## config.mk

```make
export PLATFORM = sky130hd
export DESIGN_NAME = bsmw_regs
export DESIGN_NICKNAME = d
export VERILOG_FILES = /design/src/hw/rtl/bsmw_pkg.sv /design/src/hw/rtl/bsmw_regs.sv
export SDC_FILE = /design/constraint.sdc
export NUM_CORES = 1
export LEC_CHECK = 0
export ABC_AREA = 1
export CAP_MARGIN = 20
export CORE_UTILIZATION = 51
export CTS_BUF_LIST = sky130_fd_sc_hd__clkbuf_8
export CTS_CLUSTER_DIAMETER = 150
export DETAILED_ROUTE_END_ITERATION = 10
export DONT_BUFFER_PORTS = 1
export PLACE_DENSITY_LB_ADDON = 0.25
export SYNTH_ARGS = -nofsm -noshare
export SYNTH_HDL_FRONTEND = slang
export SYNTH_SLANG_ARGS = --single-unit
```

## constraint.sdc

```tcl
create_clock -name clk -period 1 [get_ports clk]
set_input_delay 0.1 -clock clk [delete_from_list [all_inputs] [get_ports clk]]
set_output_delay 0.1 -clock clk [all_outputs]
set_load 0.005 [all_outputs]
```

## src/hw/rtl/bsmw_pkg.sv

```systemverilog
// ----------------------------------------------------------------------------
// bsmw_pkg
// Shared constants, codes and interface structs of the bank-switched
// memory window unit.
// ----------------------------------------------------------------------------
package bsmw_pkg;

  localparam int SLOTS     = 8;
  localparam int MEM_BYTES = 131072;

  localparam int SLOT_W = (SLOTS > 1) ? $clog2(SLOTS) : 1;
  localparam int N_W    = $clog2(SLOTS + 1);
  localparam int ADDR_W = $clog2(MEM_BYTES);
  // bank (10 bits) shifted by up to 16, plus a 16-bit offset
  localparam int PA_W   = 27;

  localparam logic [1:0] CMD_READ  = 2'd0;
  localparam logic [1:0] CMD_WRITE = 2'd1;
  localparam logic [1:0] CMD_SET   = 2'd2;
  localparam logic [1:0] CMD_LOAD  = 2'd3;

  localparam logic [1:0] STAT_OK   = 2'd0;
  localparam logic [1:0] STAT_MISS = 2'd1;
  localparam logic [1:0] STAT_BAD  = 2'd2;

  localparam logic [1:0] REG_SIZE  = 2'd0;
  localparam logic [1:0] REG_COUNT = 2'd1;
  localparam logic [1:0] REG_SLOTS = 2'd2;

  localparam logic [4:0]  SIZE_RST  = 5'd13;
  localparam logic [10:0] COUNT_RST = 11'd8;
  localparam logic [3:0]  SLOTS_RST = 4'd2;

  typedef struct packed {
    logic [4:0]  size_log2;
    logic [10:0] bank_count;
    logic [3:0]  slots_in_use;
  } cfg_t;

  typedef struct packed {
    logic              capture;
    logic              step;
    logic              load_out;
    logic [SLOT_W-1:0] idx;
  } dp_cmd_t;

  typedef struct packed {
    logic is_rw;
    logic is_read;
    logic hit;
    logic in_range;
    logic last;
  } dp_stat_t;

endpackage

```

## src/hw/rtl/bsmw_regs.sv

```systemverilog
// ----------------------------------------------------------------------------
// bsmw_regs
// APB-style configuration registers: bank size, bank count, slots in use.
// ----------------------------------------------------------------------------
module bsmw_regs import bsmw_pkg::*; (
  input  logic        clk,
  input  logic        rst_n,
  input  logic        psel,
  input  logic        penable,
  input  logic        pwrite,
  input  logic [3:0]  paddr,
  input  logic [31:0] pwdata,
  output logic [31:0] prdata,
  output logic        pready,
  output cfg_t        cfg
);

  logic [4:0]  size_r;
  logic [10:0] count_r;
  logic [3:0]  slots_r;
  logic        wr_en;

  assign wr_en  = psel & penable & pwrite;
  assign pready = 1'b1;

  always_ff @(posedge clk) begin
    if (!rst_n) begin
      size_r  <= SIZE_RST;
      count_r <= COUNT_RST;
      slots_r <= SLOTS_RST;
    end else if (wr_en) begin
      unique case (paddr[3:2])
        REG_SIZE:  size_r  <= pwdata[4:0];
        REG_COUNT: count_r <= pwdata[10:0];
        REG_SLOTS: slots_r <= pwdata[3:0];
        default: ;
      endcase
    end
  end

  always_comb begin
    unique case (paddr[3:2])
      REG_SIZE:  prdata = {27'd0, size_r};
      REG_COUNT: prdata = {21'd0, count_r};
      REG_SLOTS: prdata = {28'd0, slots_r};
      default:   prdata = 32'd0;
    endcase
  end

  assign cfg.size_log2    = size_r;
  assign cfg.bank_count   = count_r;
  assign cfg.slots_in_use = slots_r;

endmodule

```

==> metrics <==
Yosys reg bits=20; share of cells above drive strength 1=9.14%; # rows=16; Buf+Inv Stages, Crit Path=0; 1st-iter DRT viols=18; failing checks=negative hold slack; ANT cells=0; Sink Count=20; cell count after synthesis=180; Final ANT Viol Nets=0; clock buffer depth=2; Hold Startpoint=rst_n; Power Dens Cells=1510 mW/mm^2; core box area=0.00202 sq mm; fin crit share=94.6%; I/O pin count=94; leakage=0.583 nW; Distinct cells, synth=14; VDD IR max=0.000906 V; grt met3 use=4.67%; die footprint=0.00243 sq mm; All-Layer GR Usage=21.3%; crit-path cells=a22o_1; Mean Syn Cell Area=6.33 sq um; root buffer cell=clkbuf_8; Final Skew=0 ns; Final Max Slew Viols=0; final hold vios=19; global-route wire length before repair=4.00 mm; IO Port Bufs=0; NumNets Final=228; Startpoint Class=flip-flop; Initial Util=56.3%; via count normalized by instance count=4.80; Hold Path Class=input pin to flip-flop; met1 Resource Use GR=22.9%; DRC violations left=0; worst-skew pair later-pin latency=0.26 ns; CTS tree=built; TritonRoute pass-1 iters=4; Most Used Layer, Global Route=met2; Worst Hold Slack=-0.0816 ns; Critical-path top delay cell=dfxtp_1; WL final=2.42 mm; CP startpoint=size_r[4]$_SDFFE_PN0P_; gpl congestion=0.757; reg2reg start=count_r[3]$_SDFFE_PN1P_; RSZ-0062 raised after global routing=false; hpwl dp=1.79 mm; Max-cap violations=0; fin crit period=0.946 ns; largest net degree at the start of global routing=21; Worst-path clk slew=0.08 ns; Power, Total=0.00181 W; sequential element share of the synthesized area=35.2%; Worst path max stage delay=0.34 ns; Worst Path Arrival=0.85 ns; H-tree levels=1; grt total ovfl=0; Post-Syn Area=0.00114 sq mm; chip width=49.3 microns; Max FO, Critical Path=3; met2 Resource Use GR=39.0%; critical path type=flip-flop to primary output; CTS buffer count=3; Yosys warning count=0; Req. time, crit path=0.90 ns; chip height=49.3 microns; Post-Route Setup TNS=0 ns; Critical Path Sink Type=primary output; P&R area growth vs syn=5.16%; Wirelength per Cell=11.3 microns; number of global-route vias before repair=952; outcome=complete, but fails checks; cts hold-fix bufs=1; delay-heaviest family, CP=flip-flops; final setup vio count=0; fmax=1060 MHz; Vias=1,023; antenna violations before repair=0
## synthesized netlist by cell type
master | count | area, sq um
a22o_1 | 1 | 8.76
nand2_2 | 1 | 6.26
nor2_2 | 2 | 12.5
dfxtp_1 | 20 | 400
conb_1 | 2 | 7.51
inv_1 | 19 | 71.3
buf_2 | 1 | 5.00
nand2_1 | 39 | 146
inv_2 | 1 | 3.75
nor2_1 | 41 | 154
o21ai_0 | 2 | 10.0
clkbuf_1 | 2 | 7.51
nand3_1 | 25 | 125
buf_4 | 24 | 180
## area by class of cell
class | count | area (sq um)
clock inverter | 1 | 30.0
clock buffer | 3 | 41.3
tap | 27 | 33.8
fill | 206 | 825
sequential | 20 | 402
multi-input combinational | 133 | 546
inverter | 20 | 75.1
timing repair buffer | 9 | 70.1
## routing by layer
layer / wire length [microns] / part of all wire, %
met3: 252 / 10
met2: 1190 / 49
met1: 944 / 39
met5: 0 / 0
met4: 28 / 1.2
## through the flow
step           setup WS [ns]  cell area [sq um]  util, %  cells  hold WS (ns)
2_1_floorplan          0.193               1210        -    200         0.226
3_3_place_gp           0.157               1110     54.8    207         0.188
3_5_place_dp           0.110               1110     54.8    207         0.190
4_1_cts               0.0389               1190     58.8    212       -0.0853
5_1_grt              0.00192               1200     59.2    213       -0.0853
6_report              0.0544               1200     59.2    213       -0.0816
## timing repair
action,4_1_cts,5_1_grt
gates resized for setup,0,1
buffers inserted,0,1
endpoints found under the setup margin,0,2
endpoints found under the hold margin,20,19
## cells by family (layout without fill, tap and decap cells)
| logic type | Yosys count | after routing | share of synthesized area (%) |
|---|---|---|---|
| AOI/OAI and AO/OA | 3 | 3 | 1.65 |
| buffers and inverters | 47 | 33 | 23.5 |
| DFF | 20 | 20 | 35.2 |
| other | 2 | 22 | 0.660 |
| and+or+nand+nor | 108 | 108 | 39.0 |
## path summary, 6_finish.rpt
path	slack [ns]	cells after the start	to
hold reg to reg	0.50	2	size_r[0]$_SDFFE_PN1P_
setup reg to reg	0.37	2	count_r[3]$_SDFFE_PN1P_
hold / removal	-0.08	1	size_r[0]$_SDFFE_PN1P_
setup / recovery	0.05	1	prdata[4]
## flip-flops by register name, indices dropped and copies added, names as in the netlist
name / flops
slots_r: 4
size_r: 5
count_r: 11
## layout by cell type (no fill, tap or decap)
master and instances:
dfxtp_1 19, nor2_2 2, nand2_1 39, dlygate4sd3_1 1, a22o_1 1, nor2_1 41, o21ai_0 2, inv_2 1
buf_4 8, bufinv_16 1, nand2_2 1, inv_1 19, nand3_1 25, clkbuf_8 3, conb_1 22, dfxtp_2 1
## power by group
part / internal (W) / leakage [nW] / switching, W
registers: 0.000814 / 0.163 / 0.0000171
logic: 0.0000599 / 0.384 / 0.000107
clock network: 0.000535 / 0.0357 / 0.000279
total: 0.00141 / 0.583 / 0.000404
(Power assumes the default switching activity.)
