--- src/hw/rtl/bsmw_pkg.sv ---
// ----------------------------------------------------------------------------
// bsmw_pkg
// Shared constants, codes and interface structs of the bank-switched
// memory window unit.
// ----------------------------------------------------------------------------
package bsmw_pkg;

  localparam int SLOTS     = 8;
  localparam int MEM_BYTES = 131072;

  localparam int SLOT_W = (SLOTS > 1) ? $clog2(SLOTS) : 1;
  localparam int N_W    = $clog2(SLOTS + 1);
  localparam int ADDR_W = $clog2(MEM_BYTES);
  // bank (10 bits) shifted by up to 16, plus a 16-bit offset
  localparam int PA_W   = 27;

  localparam logic [1:0] CMD_READ  = 2'd0;
  localparam logic [1:0] CMD_WRITE = 2'd1;
  localparam logic [1:0] CMD_SET   = 2'd2;
  localparam logic [1:0] CMD_LOAD  = 2'd3;

  localparam logic [1:0] STAT_OK   = 2'd0;
  localparam logic [1:0] STAT_MISS = 2'd1;
  localparam logic [1:0] STAT_BAD  = 2'd2;

  localparam logic [1:0] REG_SIZE  = 2'd0;
  localparam logic [1:0] REG_COUNT = 2'd1;
  localparam logic [1:0] REG_SLOTS = 2'd2;

  localparam logic [4:0]  SIZE_RST  = 5'd13;
  localparam logic [10:0] COUNT_RST = 11'd8;
  localparam logic [3:0]  SLOTS_RST = 4'd2;

  typedef struct packed {
    logic [4:0]  size_log2;
    logic [10:0] bank_count;
    logic [3:0]  slots_in_use;
  } cfg_t;

  typedef struct packed {
    logic              capture;
    logic              step;
    logic              load_out;
    logic [SLOT_W-1:0] idx;
  } dp_cmd_t;

  typedef struct packed {
    logic is_rw;
    logic is_read;
    logic hit;
    logic in_range;
    logic last;
  } dp_stat_t;

endpackage

--- src/hw/rtl/bsmw_ctrl.sv ---
// ----------------------------------------------------------------------------
// bsmw_ctrl
// Sequencer: takes one item, scans the slot table one slot per cycle,
// waits for the memory read and hands the result to the output register.
// ----------------------------------------------------------------------------
module bsmw_ctrl import bsmw_pkg::*; (
  input  logic     clk,
  input  logic     rst_n,
  input  logic     in_valid,
  output logic     in_ready,
  output logic     out_valid,
  input  logic     out_ready,
  input  dp_stat_t stat,
  output dp_cmd_t  cmd
);

  localparam logic [1:0] ST_IDLE   = 2'd0;
  localparam logic [1:0] ST_SCAN   = 2'd1;
  localparam logic [1:0] ST_RDWAIT = 2'd2;
  localparam logic [1:0] ST_FINISH = 2'd3;

  logic [1:0]        state_r, state_nxt;
  logic [SLOT_W-1:0] idx_r, idx_nxt;
  logic              out_valid_r, out_valid_nxt;
  logic              load_out;

  always_comb begin
    state_nxt = state_r;
    idx_nxt   = idx_r;
    load_out  = 1'b0;
    unique case (state_r)
      ST_IDLE: begin
        if (in_valid) begin
          state_nxt = ST_SCAN;
          idx_nxt   = '0;
        end
      end
      ST_SCAN: begin
        if (stat.is_read && stat.hit && stat.in_range) begin
          state_nxt = ST_RDWAIT;
        end else if (!stat.is_rw || stat.last || (stat.is_read && stat.hit)) begin
          state_nxt = ST_FINISH;
        end else begin
          idx_nxt = idx_r + SLOT_W'(1);
        end
      end
      ST_RDWAIT: begin
        state_nxt = ST_FINISH;
      end
      ST_FINISH: begin
        // hold until the output register is free
        if (!out_valid_r || out_ready) begin
          load_out  = 1'b1;
          state_nxt = ST_IDLE;
        end
      end
      default: state_nxt = ST_IDLE;
    endcase
  end

  always_comb begin
    if (load_out) begin
      out_valid_nxt = 1'b1;
    end else if (out_ready) begin
      out_valid_nxt = 1'b0;
    end else begin
      out_valid_nxt = out_valid_r;
    end
  end

  always_ff @(posedge clk) begin
    if (!rst_n) begin
      state_r     <= ST_IDLE;
      idx_r       <= '0;
      out_valid_r <= 1'b0;
    end else begin
      state_r     <= state_nxt;
      idx_r       <= idx_nxt;
      out_valid_r <= out_valid_nxt;
    end
  end

  assign in_ready     = (state_r == ST_IDLE);
  assign out_valid    = out_valid_r;
  assign cmd.capture  = (state_r == ST_IDLE) && in_valid;
  assign cmd.step     = (state_r == ST_SCAN);
  assign cmd.load_out = load_out;
  assign cmd.idx      = idx_r;

endmodule

--- config.mk ---
export PLATFORM = sky130hd
export DESIGN_NAME = bsmw_ctrl
export DESIGN_NICKNAME = d
export VERILOG_FILES = /design/src/hw/rtl/bsmw_pkg.sv /design/src/hw/rtl/bsmw_ctrl.sv
export SDC_FILE = /design/constraint.sdc
export NUM_CORES = 1
export LEC_CHECK = 0
export CORE_AREA = 2 2 39 41
export DETAILED_ROUTE_END_ITERATION = 6
export DIE_AREA = 0 0 41 43
export DONT_BUFFER_PORTS = 1
export PLACE_DENSITY = 0.5
export SYNTH_ARGS = -nofsm -noshare
export SYNTH_HDL_FRONTEND = slang
export SYNTH_SLANG_ARGS = --single-unit
--- constraint.sdc ---
create_clock -name clk -period 1.5 [get_ports clk]
set_input_delay 0.15 -clock clk [delete_from_list [all_inputs] [get_ports clk]]
set_output_delay 0.15 -clock clk [all_outputs]
set_load 0.02 [all_outputs]
==> results.json <==
{
  "synth-edff-count": 0,
  "drive_above_1_share_pct": 28.1,
  "cellLeakagePower_nw": 0.210,
  "max_freq_ghz": 0.717,
  "avgViaCountPerCell": 5.19,
  "critPathLaunchType": "flip-flop",
  "antenna_found_initial": 0,
  "cp_max_fo": 5,
  "hold_violations": 0,
  "critical_path_class": "flip-flop to flip-flop",
  "netlist_top_cells_area": "dfxtp_1 28%, ha_1 11%, a311oi_4 6.0%",
  "cp_data_arrival_time_ns": 1.56,
  "cts_root_buf": "clkbuf_4",
  "fin_crit_ns": 1.39,
  "grt_max_degree": 10,
  "postCtsHoldBufs": 0,
  "start_util_pct": 31.5,
  "dp_hpwl_um": 716,
  "grt-ovfl-total": 0,
  "slew_viol_final": 0,
  "postRouteAntennaNets": 0,
  "finalSetupViolCount": 0,
  "hp-class": "input port to flip-flop",
  "clockBufferDepth": 2,
  "fp.dieH_um": 43,
  "nets": 72,
  "tightest_slew_ns": 0.392,
  "fin_skew_ns": 0.00443,
  "die_w_um": 41,
  "cap_violations": 0,
  "synthCells": 52,
  "grt.busiest_layer": "met2",
  "die-area_mm2": 0.00176,
  "grt_pass1_wl_mm": 1.53,
  "ys_warn_count": 0,
  "netlist.area_leader.share_pct": 27.6,
  "wire_per_inst_um": 12.3,
  "cts.clk_slew.worst_paths_ns": 0.05,
  "first_pass_iters": 4,
  "multi_input_area_um2": 299,
  "gr-usage-met2_pct": 17.5,
  "yosysTopAreaCell": "dfxtp_1",
  "routed_wl_um": 898,
  "post-route-util_pct": 37.1,
  "met1_usage_pct": 16.6,
  "min_period_over_period_pct": 92.9,
  "ff_latch_area_um2": 123,
  "endpoint_kind": "flip-flop",
  "required_ns": 1.66,
  "ios": 17,
  "diodes": 0,
  "drtIter0Drc": 2,
  "grt_use_met3_pct": 9.95,
  "status": "finished, final reports clean",
  "whs_ns": 0.0205,
  "cts_tree": "yes",
  "placementRows": 14,
  "async_flop_share_pct": 0,
  "cts_buffers": 3,
  "slew_headroom_pct": 73.8,
  "synthesis.nets": 65,
  "clock_latency_ns": 0.24,
  "ir_drop_v": 0.000932,
  "clock_sinks": 6,
  "grtUsageTotal_pct": 13.9,
  "synthFlopType": "dfxtp_1",
  "drcViolationCount": 0,
  "core_mm2": 0.00138,
  "ys_ff_latch": 6,
  "htree_num_levels": 1,
  "ys_seq_area_share_pct": 27.6,
  "vias": 379,
  "numPortBuffers": 0,
  "routabilityCongestion": 0.696,
  "syn_area_um2": 435,
  "p_per_area_mw_per_mm2": 1760,
  "synth_area_per_cell_um2": 8.37,
  "area_growth_pct": 17.8,
  "layout.filler_cells": 154,
  "rsz0062_at_grt": "false",
  "ys_types": 23,
  "grt_pass1_vias": 350
}
[layout by cell type (no fill, tap or decap)]
| cell type | count |
|---|---|
| or3_1 | 2 |
| a311oi_4 | 1 |
| dfxtp_1 | 4 |
| buf_4 | 5 |
| o21a_1 | 1 |
| nor2b_4 | 1 |
| clkbuf_4 | 3 |
| a21boi_0 | 1 |
| nand3_1 | 5 |
| inv_2 | 1 |
| nand3b_1 | 1 |
| o211ai_1 | 1 |
| inv_1 | 2 |
| o21ai_1 | 3 |
| dfxtp_2 | 2 |
| nand4_1 | 2 |
| nand2b_2 | 1 |
| a21o_1 | 1 |
| a31oi_1 | 1 |
| a21oi_1 | 3 |
| nor2b_1 | 3 |
| nand2_1 | 5 |
| and3b_1 | 1 |
| ha_2 | 1 |
| ha_1 | 2 |
| o21ai_0 | 3 |
| ha_4 | 1 |
[logic make-up (layout without fill, tap and decap cells)]
group,after synthesis,in the layout,share of synthesized area [%]
buf+inv,6,11,7.18
simple gates,21,21,29.0
flops,6,6,27.6
fa+ha+maj,4,4,11.5
compound gates,15,15,24.7
[cell usage after synthesis, types with 2 or more instances]
| library cell | number |
|---|---|
| o21ai_1 | 3 |
| nand2_1 | 5 |
| ha_1 | 4 |
| nor2b_1 | 3 |
| nand4_1 | 2 |
| o21ai_0 | 3 |
| or3_1 | 2 |
| a21oi_1 | 3 |
| dfxtp_1 | 6 |
| inv_1 | 3 |
| buf_4 | 2 |
| nand3_1 | 5 |
[path summary, 6_finish.rpt]
kind                                start                      end  slack, ns  cells past startpoint
setup / recovery  state_r[0]$_SDFFE_PN0P_  state_r[0]$_SDFFE_PN0P_       0.11                      5
hold / removal                      rst_n    idx_r[1]$_SDFFE_PN0P_       0.02                      2
setup reg to reg  state_r[0]$_SDFFE_PN0P_  state_r[0]$_SDFFE_PN0P_       0.11                      5
hold reg to reg   state_r[1]$_SDFFE_PN0P_  state_r[1]$_SDFFE_PN0P_       0.47                      2
[stage by stage]
stage / TNS [ns] / setup slack (ns) / instance area (µm²) / cells / power [mW]
2_1_floorplan: 0 / 0.0255 / 438 / 52 / 0.612
3_3_place_gp: 0 / 0.0253 / 475 / 70 / 0.713
3_5_place_dp: -0.0124 / -0.0124 / 475 / 70 / 0.712
4_1_cts: 0 / 0.0126 / 499 / 73 / 0.883
5_1_grt: 0 / 0.0159 / 513 / 73 / 0.995
6_report: 0 / 0.106 / 513 / 73 / 0.904
[cell type report]
class | count | share of cell area, %
Sequential cell | 6 | 23.9
Multi-Input combinational cell | 40 | 58.3
Clock buffer | 3 | 4.39
Inverter | 3 | 2.20
Tap cell | 16 | 3.90
Timing Repair Buffer | 5 | 7.32
[timing repair]
| item | CTS | global route |
|---|---|---|
| pin swaps | 0 | 1 |
| endpoints found under the setup margin | 1 | 5 |
| setup buffers | 0 | 0 |
| gates resized for setup | 1 | 4 |
[state kept, by name, indices dropped and copies added (netlist names)]
register / flops
idx_r: 3
out_valid: 1
state_r: 2
[power breakdown]
| group | switching, mW | internal [mW] | total (mW) |
|---|---|---|---|
| clock | 0.0582 | 0.0905 | 0.149 |
| sequential | 0.0373 | 0.198 | 0.235 |
| combinational | 0.296 | 0.224 | 0.520 |
[layer usage]
| layer | up-vias | wire length (µm) |
|---|---|---|
| li1 | 200 | - |
| met1 | 164 | 382 |
| met2 | 15 | 437 |
| met3 | 0 | 77 |
| met4 | 0 | 0 |
| met5 | - | 0 |
[worst max-delay path, cell delays in order (launching register included)]
cell and delay [ns]:
dfxtp_2 0.33, ha_1 0.22, and3b_1 0.20, a311oi_4 0.32, o21ai_1 0.09, a31oi_1 0.14
Power figures use the tool's default switching activity.
